**src/ubxp_pkg.sv**
```systemverilog
`timescale 1ns / 1ps
`default_nettype none

package ubxp_pkg;

   localparam int unsigned BYTE_W = 8;
   localparam int unsigned LEN_W  = 16;
   localparam int unsigned KIND_W = 2;

   localparam logic [BYTE_W-1:0] SYNC_FIRST  = 8'hB5;
   localparam logic [BYTE_W-1:0] SYNC_SECOND = 8'h62;

   localparam logic [LEN_W-1:0] MAX_PAYLOAD_RESET = 16'd220;

   localparam logic [KIND_W-1:0] KIND_PAYLOAD  = 2'd0;
   localparam logic [KIND_W-1:0] KIND_GOOD     = 2'd1;
   localparam logic [KIND_W-1:0] KIND_MISMATCH = 2'd2;

   // Control for the running checksum, driven by the frame sequencer.
   typedef struct packed {
      logic              clear;
      logic              add;
      logic              capture_a;
      logic [BYTE_W-1:0] data;
   } ubxp_sum_ctl_type;

endpackage

`default_nettype wire

```
**src/ubxp_checksum.sv**
```systemverilog
`timescale 1ns / 1ps
`default_nettype none

module ubxp_checksum
   import ubxp_pkg::*;
(
   input  wire logic             clock,
   input  wire logic             reset,
   input  wire ubxp_sum_ctl_type ctl,
   output logic                  match
);

   logic [BYTE_W-1:0] sum_a_ff, sum_a_in;
   logic [BYTE_W-1:0] sum_b_ff, sum_b_in;
   logic [BYTE_W-1:0] check_a_ff, check_a_in;

   always_comb begin
      sum_a_in   = sum_a_ff;
      sum_b_in   = sum_b_ff;
      check_a_in = check_a_ff;
      if (ctl.clear) begin
         sum_a_in = '0;
         sum_b_in = '0;
      end else if (ctl.add) begin
         sum_a_in = sum_a_ff + ctl.data;
         sum_b_in = sum_b_ff + sum_a_in;
      end
      if (ctl.capture_a) begin
         check_a_in = ctl.data;
      end
   end

   // The byte on ctl.data is taken as the second check byte.
   assign match = (check_a_ff == sum_a_ff) && (ctl.data == sum_b_ff);

   always_ff @(posedge clock) begin
      if (reset) begin
         sum_a_ff   <= '0;
         sum_b_ff   <= '0;
         check_a_ff <= '0;
      end else begin
         sum_a_ff   <= sum_a_in;
         sum_b_ff   <= sum_b_in;
         check_a_ff <= check_a_in;
      end
   end

endmodule

`default_nettype wire

```
**src/ubx_frame_parser_unit.sv**
```systemverilog
`timescale 1ns / 1ps
`default_nettype none

// Streaming parser for binary frames of the form B5 62 class id len_lo len_hi
// payload ck_a ck_b, fed one received byte per item. It takes one byte every
// cycle. The result a byte causes appears in the output register on the next
// cycle, set by the single sequencer step and the running Fletcher sums. While
// that result waits on a stalled receiver the input is stalled as well, so a
// new byte is taken only in a cycle where no result is held back. Each payload
// byte comes out with its index, and after the second check byte one frame-end
// item tells whether the checksum matched. Frames whose length exceeds the
// configured maximum are dropped without any item and the parser hunts for
// sync again.

module ubx_frame_parser_unit
   import ubxp_pkg::*;
(
   input  wire logic              clock,
   input  wire logic              reset,
   input  wire logic              csr_wr_en,
   input  wire logic [LEN_W-1:0]  csr_wr_data,
   input  wire logic              req_valid,
   output logic                   req_stall,
   input  wire logic [BYTE_W-1:0] req_byte_in,
   output logic                   rsp_valid,
   input  wire logic              rsp_stall,
   output logic [KIND_W-1:0]      rsp_kind,
   output logic [BYTE_W-1:0]      rsp_data_byte,
   output logic [LEN_W-1:0]       rsp_payload_index,
   output logic [BYTE_W-1:0]      rsp_msg_class,
   output logic [BYTE_W-1:0]      rsp_msg_id,
   output logic [LEN_W-1:0]       rsp_payload_length
);

   typedef enum logic [3:0] {
      PH_SYNC1   = 4'd0,
      PH_SYNC2   = 4'd1,
      PH_CLASS   = 4'd2,
      PH_ID      = 4'd3,
      PH_LEN_LO  = 4'd4,
      PH_LEN_HI  = 4'd5,
      PH_PAYLOAD = 4'd6,
      PH_CK_A    = 4'd7,
      PH_CK_B    = 4'd8
   } phase_type;

   phase_type         phase_ff, phase_in;
   logic [LEN_W-1:0]  max_len_ff;
   logic [BYTE_W-1:0] class_ff, class_in;
   logic [BYTE_W-1:0] id_ff, id_in;
   logic [LEN_W-1:0]  length_ff, length_in;
   logic [LEN_W-1:0]  count_ff, count_in;

   logic              out_valid_ff;
   logic [KIND_W-1:0] out_kind_ff, out_kind_in;
   logic [BYTE_W-1:0] out_data_ff, out_data_in;
   logic [LEN_W-1:0]  out_index_ff, out_index_in;
   logic [BYTE_W-1:0] out_class_ff;
   logic [BYTE_W-1:0] out_id_ff;
   logic [LEN_W-1:0]  out_length_ff;

   logic              accept;
   logic              emit;
   logic [LEN_W-1:0]  len_full;
   logic [LEN_W-1:0]  count_next;
   logic              sum_match;
   ubxp_sum_ctl_type  sum_ctl;

   assign req_stall = out_valid_ff && rsp_stall;
   assign accept    = req_valid && !req_stall;
   assign len_full  = {req_byte_in, length_ff[BYTE_W-1:0]};
   assign count_next = count_ff + LEN_W'(1);

   ubxp_checksum u_checksum (
      .clock (clock),
      .reset (reset),
      .ctl   (sum_ctl),
      .match (sum_match)
   );

   always_comb begin
      phase_in     = phase_ff;
      class_in     = class_ff;
      id_in        = id_ff;
      length_in    = length_ff;
      count_in     = count_ff;
      emit         = 1'b0;
      out_kind_in  = KIND_PAYLOAD;
      out_data_in  = '0;
      out_index_in = '0;
      sum_ctl      = '{clear: 1'b0, add: 1'b0, capture_a: 1'b0, data: req_byte_in};
      if (accept) begin
         unique case (phase_ff)
            PH_SYNC2: begin
               if (req_byte_in == SYNC_SECOND) begin
                  sum_ctl.clear = 1'b1;
                  phase_in      = PH_CLASS;
               end else begin
                  phase_in = PH_SYNC1;
               end
            end
            PH_CLASS: begin
               class_in    = req_byte_in;
               sum_ctl.add = 1'b1;
               phase_in    = PH_ID;
            end
            PH_ID: begin
               id_in       = req_byte_in;
               sum_ctl.add = 1'b1;
               phase_in    = PH_LEN_LO;
            end
            PH_LEN_LO: begin
               length_in   = {{(LEN_W-BYTE_W){1'b0}}, req_byte_in};
               sum_ctl.add = 1'b1;
               phase_in    = PH_LEN_HI;
            end
            PH_LEN_HI: begin
               length_in   = len_full;
               sum_ctl.add = 1'b1;
               count_in    = '0;
               // A zero length is accepted even when the maximum is zero.
               if (len_full == '0) begin
                  phase_in = PH_CK_A;
               end else if (len_full > max_len_ff) begin
                  phase_in = PH_SYNC1;
               end else begin
                  phase_in = PH_PAYLOAD;
               end
            end
            PH_PAYLOAD: begin
               sum_ctl.add  = 1'b1;
               emit         = 1'b1;
               out_data_in  = req_byte_in;
               out_index_in = count_ff;
               count_in     = count_next;
               if (count_next >= length_ff) begin
                  phase_in = PH_CK_A;
               end
            end
            PH_CK_A: begin
               sum_ctl.capture_a = 1'b1;
               phase_in          = PH_CK_B;
            end
            PH_CK_B: begin
               emit        = 1'b1;
               out_kind_in = sum_match ? KIND_GOOD : KIND_MISMATCH;
               phase_in    = PH_SYNC1;
            end
            default: begin
               phase_in = (req_byte_in == SYNC_FIRST) ? PH_SYNC2 : PH_SYNC1;
            end
         endcase
      end
   end

   always_ff @(posedge clock) begin
      if (reset) begin
         phase_ff     <= PH_SYNC1;
         max_len_ff   <= MAX_PAYLOAD_RESET;
         class_ff     <= '0;
         id_ff        <= '0;
         length_ff    <= '0;
         count_ff     <= '0;
         out_valid_ff <= 1'b0;
      end else begin
         phase_ff  <= phase_in;
         class_ff  <= class_in;
         id_ff     <= id_in;
         length_ff <= length_in;
         count_ff  <= count_in;
         if (csr_wr_en) begin
            max_len_ff <= csr_wr_data;
         end
         if (emit) begin
            out_valid_ff <= 1'b1;
         end else if (!rsp_stall) begin
            out_valid_ff <= 1'b0;
         end
      end
   end

   // The result fields carry the frame header as it stood before this byte.
   always_ff @(posedge clock) begin
      if (emit) begin
         out_kind_ff   <= out_kind_in;
         out_data_ff   <= out_data_in;
         out_index_ff  <= out_index_in;
         out_class_ff  <= class_ff;
         out_id_ff     <= id_ff;
         out_length_ff <= length_ff;
      end
   end

   assign rsp_valid          = out_valid_ff;
   assign rsp_kind           = out_kind_ff;
   assign rsp_data_byte      = out_data_ff;
   assign rsp_payload_index  = out_index_ff;
   assign rsp_msg_class      = out_class_ff;
   assign rsp_msg_id         = out_id_ff;
   assign rsp_payload_length = out_length_ff;

`ifndef NO_ASSERTIONS
   a_payload_count_in_range: assert property (@(posedge clock) disable iff (reset)
      (phase_ff == PH_PAYLOAD) |-> (count_ff < length_ff))
      else $error("payload count reached the declared length inside the payload");

   a_payload_item_follows: assert property (@(posedge clock) disable iff (reset)
      (accept && phase_ff == PH_PAYLOAD) |=> rsp_valid)
      else $error("accepted payload byte produced no item");

   a_frame_end_fields_zero: assert property (@(posedge clock) disable iff (reset)
      (rsp_valid && rsp_kind != KIND_PAYLOAD) |->
         (rsp_data_byte == '0 && rsp_payload_index == '0))
      else $error("frame end item carries payload data");

   a_payload_index_bound: assert property (@(posedge clock) disable iff (reset)
      (rsp_valid && rsp_kind == KIND_PAYLOAD) |-> (rsp_payload_index < rsp_payload_length))
      else $error("payload index beyond declared length");
`endif

endmodule

`default_nettype wire

```
**config.mk**
```make
export PLATFORM = sky130hd
export DESIGN_NAME = ubx_frame_parser_unit
export DESIGN_NICKNAME = d
export VERILOG_FILES = /design/src/ubxp_pkg.sv /design/src/ubxp_checksum.sv /design/src/ubx_frame_parser_unit.sv
export SDC_FILE = /design/constraint.sdc
export NUM_CORES = 1
export LEC_CHECK = 0
export BUFFER_PORTS_ARGS = -buffer_cell sky130_fd_sc_hd__buf_2
export CORE_MARGIN = 1.5
export CORE_UTILIZATION = 37
export CTS_BUF_LIST = sky130_fd_sc_hd__clkbuf_4
export CTS_CLUSTER_DIAMETER = 80
export DETAILED_ROUTE_END_ITERATION = 16
export GPL_TIMING_DRIVEN = 1
export PLACE_DENSITY = 0.6
export SYNTH_ARGS = -nofsm -noshare
export SYNTH_HDL_FRONTEND = slang
export SYNTH_SLANG_ARGS = --single-unit
```
**constraint.sdc**
```tcl
create_clock -name clock -period 7.9 [get_ports clock]
set_input_delay 1.185 -clock clock [delete_from_list [all_inputs] [get_ports clock]]
set_output_delay 1.185 -clock clock [all_outputs]
set_load 0.05 [all_outputs]
```
==> flow_metrics.py, run 1 <==
metrics = {
    "outcome": {
        "status": "finished clean",
    },
    "critical_path": {
        "max_stage_delay_ps": 390,
        "cp_slowest_cell": "fa_1",
        "worst_ep_arrival_time_ps": 3880,
        "crit_path_cell_trace": "buf_2, ha_1, inv_1, fa_1, nor2b_1, o21ai_0, a21oi_1, o21a_1, nor2_1, xnor2_1, ha_1, nor2_1, nor2_1, o41ai_2, xnor2_1, nand3_1, a21oi_1",
        "crit_fanout": 11,
        "critPathKind": "primary input to flop",
        "cp_top_family": "adder cells",
        "critPathBufInv": 2,
        "crit_path_start_kind": "primary input",
        "crit_top_cell": "nor2_1",
        "critPathCaptureType": "flop",
        "worst_ep_required_time_ps": 8390,
    },
    "place": {
        "place_hpwl_um": 11800,
        "portBuffers": 88,
        "place_congestion": 0.868,
    },
    "synthesis": {
        "synth_nets": 838,
        "synth_ff_type": "dfxtp_1",
        "synth_top_area_frac": 0.251,
        "async_flop_share": 0,
        "synth_area_leaders": "dfxtp_1, edfxtp_1, ha_1, mux2i_1, a21oi_1",
        "yosysSeqAreaShare": 0.485,
        "yosys_warnings": 0,
        "ys_ff_latch": 151,
        "netlist_instances": 760,
        "syn_avg_cell_area_um2": 9.77,
        "synth_largest_area_cell": "dfxtp_1",
        "synth_edf_count": 58,
        "synth_area_um2": 7430,
        "synthDistinctLibCells": 56,
    },
    "global_route": {
        "antenna_found_initial": 1,
        "grt-ovfl-total": 0,
        "grt_max_degree": 72,
        "grt_pass1_vias": 5242,
        "globalRouteTotalUtil": 0.171,
        "grt_pass1_wl_um": 27200,
    },
    "final_layout": {
        "final_common_cell": "dfxtp_1",
        "layout_common_cells": "dfxtp_1, buf_2, nor2_1",
        "fill_cells": 1934,
        "layout.nets": 909,
        "layout-drive-gt1-share": 0.166,
        "area_growth_pct": 13.5,
    },
    "power_and_ir_drop": {
        "power_mw": 1.60,
        "p_clk_frac": 0.372,
        "p_int_mw": 1.19,
        "p_seq_frac": 0.523,
        "max-vdd-ir-drop_v": 0.000105,
        "leakage_nw": 3.54,
        "combPwrFrac": 0.105,
        "p_sw_frac": 0.259,
        "switchingPower_mw": 0.414,
        "power.density_nw_per_um2": 190,
    },
    "clock_tree": {
        "cts_buffers": 17,
        "cts_sinks": 151,
        "post_cts_resized": 0,
        "root_buffer": "clkbuf_4",
        "cts_tree": "done",
        "cts_hold_buf": 0,
        "htree_levels": 4,
        "clk_latency_ps": 560,
        "cts_buffer_depth": 2,
        "cts.reportedPaths.clkPinSlew_ps": 150,
        "cts_setup_buffers": 0,
    },
    "timing": {
        "timing.setup.tns_ps": 0,
        "rsz0062_at_grt": "false",
        "worstMarginPinSlew_ps": 1020,
        "hold_viol": 0,
        "fmax_mhz": 295,
        "slew-limit-headroom": 0.318,
        "fin_crit_sh": 0.430,
        "layout_min_cycle_time_ps": 3390,
        "slew_violations": 0,
        "setup_viol": 0,
        "finClkSkew_ps": 25.5,
    },
    "routing": {
        "vias": 5560,
        "wire_per_inst_um": 15.5,
        "vias_per_cell": 5.00,
        "drtAntennaViolNets": 0,
        "firstDrtPassIters": 5,
        "wirelength_um": 17200,
        "dr.first_iter.drc_count": 314,
        "drc": 0,
    },
    "die": {
        "rows": 51,
        "ios": 89,
        "core_um2": 19600,
        "fp.dieH_um": 145,
        "die_w_um": 145,
        "fp.dieArea_um2": 20900,
        "initial_core_util": 0.379,
    },
    "flow_run": {
        "max_cap_viol_count": 0,
    },
    "min_path": {
        "hp-class": "flop to flop",
    },
}
-- cells in the mapped netlist (2+ instances only) --
library cell  number
a211oi_1           7
a21o_1            13
a21oi_1           64
a31oi_1            2
and2_1             2
and3_1            32
buf_1              2
buf_2             10
buf_6              2
clkbuf_1          27
dfxtp_1           93
edfxtp_1          58
fa_1               2
ha_1              47
inv_1             42
mux2i_1           34
nand2_1           63
nand2b_1           2
nand3_1           21
nand3b_1           6
nand4_1            6
nand4b_1           2
nor2_1            85
nor2b_1            8
nor3_1            16
nor4_1             9
o211ai_1           7
o21a_1             2
o21ai_0           23
o21bai_1           2
o41ai_1            3
or3_1              3
xnor2_1           19
xor2_1            24
-- registers in the layout (all words and copies together), names as in the netlist, 16 cells and up --
register            cells
rsp_payload_length     16
rsp_payload_index      16
max_len_ff             16
count_ff               16
length_ff              16
-- per-layer routing --
| metal | up-vias | GRT usage | wire length [µm] | share of wire |
|---|---|---|---|---|
| met5 | - | 0 | 0 | 0 |
| met4 | 0 | 0.0521 | 244 | 0.014 |
| met3 | 20 | 0.0375 | 870 | 0.051 |
| met2 | 130 | 0.283 | 8110 | 0.47 |
| met1 | 2602 | 0.224 | 7990 | 0.46 |
| li1 | 2808 | - | - | - |
-- kinds of logic after synthesis --
| family | count (synthesis) | synth area share |
|---|---|---|
| multiplexers | 34 | 0.0458 |
| flip-flops | 151 | 0.485 |
| buffers and inverters | 85 | 0.0467 |
| AND/OR/NAND/NOR | 264 | 0.176 |
| AO/OA/AOI/OAI | 134 | 0.111 |
| adder cells (fa/ha/maj) | 49 | 0.0846 |
| XOR/XNOR | 43 | 0.0507 |
-- cell type report --
cell class                      instances  area (µm²)  share of cell area
Multi-Input combinational cell        524        3480               0.413
Inverter                               44         165              0.0196
Clock buffer                           20         150              0.0178
Tap cell                              265         332              0.0393
Sequential cell                       151        3600               0.428
Clock inverter                         12         214              0.0254
Timing Repair Buffer                   93         478              0.0567
Antenna cell                            2        5.00            0.000594
-- metrics by stage --
stage | setup WS [ps] | area, µm² | hold WS, ps | std cells | utilization
5_1_grt | 4390 | 8430 | 445 | 1111 | 0.430
6_report | 4510 | 8430 | 433 | 1111 | 0.430
3_5_place_dp | 3920 | 8060 | 414 | 1077 | 0.411
4_1_cts | 4530 | 8420 | 436 | 1109 | 0.430
3_3_place_gp | 3980 | 8060 | 411 | 1077 | 0.411
2_1_floorplan | 1880 | 7430 | 408 | 760 | -
-- worst reg2reg max path: cells and delay by family (launching register included) --
family,cells,cell delay [ps]
AO/OA/AOI/OAI,3,660
flip-flops,1,640
AND/OR/NAND/NOR,4,1710
-- power groups by stage --
stage                     combinational [mW]  clock [mW]  sequential [mW]
after floorplan                        0.127           0            0.851
after global placement                 0.166           0            0.854
after detailed placement               0.167           0            0.854
after CTS                              0.169       0.613            0.837
after global routing                   0.187       0.644            0.839
final                                  0.168       0.595            0.837
-- path summary, 6_finish.rpt --
kind                                startpoint                     end  slack [ps]  cells after the start
worst max-delay path            req_byte_in[0]  u_checksum.sum_b_ff[7]        4510                     17
worst min-delay path               class_ff[1]        rsp_msg_class[1]         430                      0
worst max register to register     phase_ff[1]            count_ff[14]        4770                      7
worst min register to register     class_ff[1]        rsp_msg_class[1]         430                      0
(Power assumes the default switching activity.)
==> inputs of run 2 (changes only) <==
- clock period: 7.9 -> 3.4 ns (I/O delays scaled with it)
==> flow_metrics.py, run 2 (synthesized netlist as in run 1, its figures left out) <==
metrics = {
    "critical_path": {
        "crit_path_start_kind": "flop",
        "crit_path_cell_trace": "ha_1, and3_1, nand3_2, nor2b_2, nand2_1, xnor2_1, ha_1, nand4_1, o21ai_0, a31oi_1, o21ai_0, a31oi_1, a21oi_1, a211oi_1",
        "worst_ep_required_time_ps": 3800,
        "max_stage_delay_ps": 450,
        "critPathCaptureType": "flop",
        "timing.rr.start": "count_ff[0]",
        "startpoint": "count_ff[0]",
        "critPathKind": "flop to flop",
        "cp_slowest_cell": "dfxtp_1",
        "crit_fanout": 7,
        "worst_ep_arrival_time_ps": 3450,
    },
    "routing": {
        "drc": 0,
        "firstDrtPassIters": 5,
        "dr.first_iter.drc_count": 397,
        "drtAntennaViolNets": 0,
        "vias": 5634,
        "wire_per_inst_um": 15.5,
        "wirelength_um": 17500,
        "vias_per_cell": 5.02,
    },
    "clock_tree": {
        "cts_sinks": 151,
        "cts_setup_buffers": 0,
        "cts_tree": "done",
        "cts.reportedPaths.clkPinSlew_ps": 150,
        "htree_levels": 4,
        "cts_buffers": 17,
        "clk_latency_ps": 560,
        "root_buffer": "clkbuf_4",
        "cts_hold_buf": 0,
        "post_cts_resized": 0,
        "cts_buffer_depth": 2,
    },
    "power_and_ir_drop": {
        "leakage_nw": 3.56,
        "power.density_nw_per_um2": 414,
        "power_mw": 3.50,
        "max-vdd-ir-drop_v": 0.000254,
    },
    "min_path": {
        "min_from": "csr_wr_data[2]",
        "hp-class": "primary input to flop",
    },
    "die": {
        "initial_core_util": 0.379,
        "core_um2": 19600,
        "fp.dieArea_um2": 20900,
        "die_w_um": 145,
        "fp.dieH_um": 145,
        "rows": 51,
        "ios": 89,
    },
    "global_route": {
        "globalRouteTotalUtil": 0.175,
        "grt_max_degree": 71,
        "antenna_found_initial": 1,
        "grt_pass1_vias": 5271,
        "grt_pass1_wl_um": 27600,
        "grt-ovfl-total": 0,
    },
    "timing": {
        "rsz0062_at_grt": "false",
        "worstMarginPinSlew_ps": 797,
        "finClkSkew_ps": 27.2,
        "slew_violations": 0,
        "hold_viol": 0,
        "whs_ps": 162,
        "slew-limit-headroom": 0.469,
        "timing.setup.tns_ps": 0,
        "setup_ws_ps": 350,
        "setup_viol": 0,
        "fin_crit_sh": 0.897,
        "fmax_mhz": 328,
        "layout_min_cycle_time_ps": 3050,
    },
    "final_layout": {
        "layout_common_cells": "dfxtp_1, buf_2, nor2_1",
        "area_growth_pct": 13.9,
        "final_common_cell": "dfxtp_1",
        "layout-drive-gt1-share": 0.179,
        "layout.nets": 922,
    },
    "place": {
        "portBuffers": 88,
        "place_hpwl_um": 12000,
        "place_ws_ps": 378,
        "place_congestion": 0.857,
    },
    "flow_run": {
        "max_cap_viol_count": 0,
    },
    "outcome": {
        "status": "finished clean",
    },
}
[run 2: changes by cell type in the layout (fill, tap and decap cells not counted), sizes merged]
cell,before,now
clkbuf,20,18
inv,48,51
buf,93,106
diode,2,1
bufinv,5,1
clkinvlp,0,3
[run 2: cell type report]
type	count	area [µm²]
Timing Repair Buffer	106	576
Clock buffer	18	135
Inverter	44	165
Antenna cell	1	2.50
Tap cell	265	332
Multi-Input combinational cell	524	3490
Clock inverter	14	158
Fill cell	1932	11100
Sequential cell	151	3600
[run 2: final timing paths]
kind | endpoint | slack, ps | cells after the start
worst max-delay path | phase_ff[2] | 350 | 14
worst min register to register | rsp_msg_id[0] | 450 | 0
worst min-delay path | max_len_ff[2] | 160 | 3
worst max register to register | phase_ff[2] | 350 | 14
[run 2: worst max-delay path, delay by kind of cell, from the launching register on]
kind	cells	cell delay, ps
xor+xnor	1	150
fa+ha+maj	2	540
compound gates	6	890
flops	1	450
simple gates	5	870
[run 2: where the power goes]
group | internal, mW | total (mW) | switching [mW] | leakage (nW)
logic | 0.158 | 0.403 | 0.245 | 2.11
registers | 1.90 | 1.94 | 0.0373 | 1.29
clock network | 0.406 | 1.15 | 0.748 | 0.151
total | 2.47 | 3.50 | 1.03 | 3.56
[run 2: metal layers]
metal | share of wire | vias up | track usage
li1 | - | 2831 | -
met1 | 0.47 | 2641 | 0.229
met2 | 0.46 | 138 | 0.284
met3 | 0.043 | 24 | 0.0326
met4 | 0.021 | 0 | 0.0712
met5 | 0 | - | 0
[run 2: metrics by stage]
stage               instance area (µm²)  utilization  std cells
floorplan                          7440            -        760
global placement                   8160        0.417       1090
detailed placement                 8160        0.417       1090
CTS                                8460        0.432       1122
global route                       8460        0.432       1123
finish                             8460        0.432       1123
==> inputs of run 3 (changes only) <==
- CTS_BUF_LIST: sky130_fd_sc_hd__clkbuf_4 -> default
- clock period: 3.4 -> 3 ns (I/O delays scaled with it)
==> flow_metrics.py, run 3 (synthesized netlist as in run 1, its figures left out) <==
metrics = {
    "critical_path": {
        "timing.rr.end": "phase_ff[0]",
        "critPathKind": "flop to flop",
        "crit_path_start_kind": "flop",
        "worst_ep_arrival_time_ps": 3100,
        "reg2reg_depth": 14,
        "crit_fanout": 5,
        "critPathCaptureType": "flop",
        "rrSetupSlack_ps": 210,
        "timing.rr.start": "count_ff[1]",
        "worst_ep_required_time_ps": 3320,
    },
    "global_route": {
        "grt_pass1_wl_um": 27700,
        "grt_pass1_vias": 5331,
        "antenna_found_initial": 0,
        "grt_max_degree": 71,
        "grt-ovfl-total": 0,
        "globalRouteTotalUtil": 0.173,
    },
    "routing": {
        "vias_per_cell": 4.99,
        "firstDrtPassIters": 4,
        "wirelength_um": 17200,
        "drtAntennaViolNets": 0,
        "vias": 5637,
        "wire_per_inst_um": 15.2,
        "dr.first_iter.drc_count": 368,
        "drc": 0,
    },
    "place": {
        "dp.cells": 1096,
        "place_hpwl_um": 11900,
        "portBuffers": 88,
        "place_congestion": 0.840,
    },
    "die": {
        "fp.dieH_um": 145,
        "fp.dieArea_um2": 20900,
        "initial_core_util": 0.379,
        "die_w_um": 145,
        "rows": 51,
        "ios": 89,
        "core_um2": 19600,
    },
    "outcome": {
        "status": "finished clean",
    },
    "timing": {
        "finClkSkew_ps": 11.4,
        "slew-limit-headroom": 0.477,
        "setup_viol": 0,
        "hold_viol": 0,
        "layout_min_cycle_time_ps": 2790,
        "fin_crit_sh": 0.929,
        "worstMarginPinSlew_ps": 784,
        "slew_violations": 0,
        "fmax_mhz": 359,
        "timing.setup.tns_ps": 0,
    },
    "clock_tree": {
        "cts.reportedPaths.clkPinSlew_ps": 70,
        "cts_sinks": 151,
        "cts_buffers": 17,
        "cts_tree": "done",
        "root_buffer": "clkbuf_16",
        "cts_buffer_depth": 2,
        "clk_latency_ps": 430,
        "htree_levels": 4,
        "cts_hold_buf": 0,
    },
    "power_and_ir_drop": {
        "power.density_nw_per_um2": 540,
        "leakage_nw": 3.73,
        "max-vdd-ir-drop_v": 0.000416,
    },
    "min_path": {
        "hp-class": "primary input to flop",
        "holdPathStages": 3,
        "min_from": "csr_wr_data[4]",
        "min_to": "max_len_ff[4]",
    },
    "final_layout": {
        "diodes": 0,
        "layout_common_cells": "dfxtp_1, buf_2, nor2_1",
        "layout.nets": 929,
        "final_cells": 1129,
        "final_common_cell": "dfxtp_1",
        "area_growth_pct": 18.9,
        "layout-drive-gt1-share": 0.191,
    },
    "flow_run": {
        "max_cap_viol_count": 0,
    },
}
## run 3: cell count changes in the layout (fill, tap and decap cells not counted), moves of 2 or more
cell and change:
o21ai_1 +2, clkbuf_16 +18, o21ai_0 -2, clkbuf_4 -18, dfxtp_1 -2, buf_4 +6, dfxtp_2 +2
## run 3: what timing repair did
action	in CTS	in global routing
buffers inserted	0	1
endpoints found under the setup margin	0	4
gates resized for setup	0	8
## run 3: layout make-up
cell class | count | area [µm²]
fill | 1891 | 10800
sequential | 151 | 3610
multi-input combinational | 524 | 3500
timing repair buffer | 113 | 641
clock buffer | 18 | 450
tap | 265 | 332
inverter | 44 | 165
clock inverter | 14 | 133
## run 3: critical path, stage by stage, from the launching register on
cell,delay [ps]
dfxtp_1,390
ha_1,190
and3_1,200
nand3_2,150
nor2b_2,220
nand2_1,100
xnor2_1,190
ha_1,270
nand4_1,90
o21ai_1,80
a31oi_1,140
o21ai_1,110
a31oi_2,260
nor2_1,70
a31o_2,210
## run 3: metal layers
metal | track usage | wire length, µm | up-vias
met4 | 0.0781 | 402 | 0
met3 | 0.0339 | 499 | 26
met5 | 0 | 0 | -
met1 | 0.228 | 8470 | 2658
met2 | 0.276 | 7810 | 106
li1 | - | - | 2847
## run 3: stage by stage
step	hold slack (ps)	util	cell area [µm²]	setup WS, ps	total power, mW
2_1_floorplan	408	-	7440	63.8	2.58
3_3_place_gp	417	0.420	8220	75.0	2.70
3_5_place_dp	416	0.420	8220	35.5	2.70
6_report	241	0.451	8830	213	4.76
4_1_cts	232	0.449	8800	106	4.80
5_1_grt	246	0.451	8830	-0.0198	4.94
## run 3: report_power, final
part | internal [mW] | switching (mW)
clock | 1.15 | 0.949
combinational | 0.187 | 0.279
sequential | 2.16 | 0.0427
total | 3.49 | 1.27
## run 3: worst max-delay path by stage
stage,to,cells after the start,slack (ps),startpoint
global route,phase_ff[1],14,-0.02,count_ff[1]
finish,phase_ff[0],14,210,count_ff[1]
floorplan,u_checksum.sum_b_ff[7],16,60,req_byte_in[1]
CTS,phase_ff[2],14,110,count_ff[0]
global placement,u_checksum.sum_b_ff[7],17,80,req_byte_in[0]
detailed placement,u_checksum.sum_b_ff[7],17,40,req_byte_in[0]
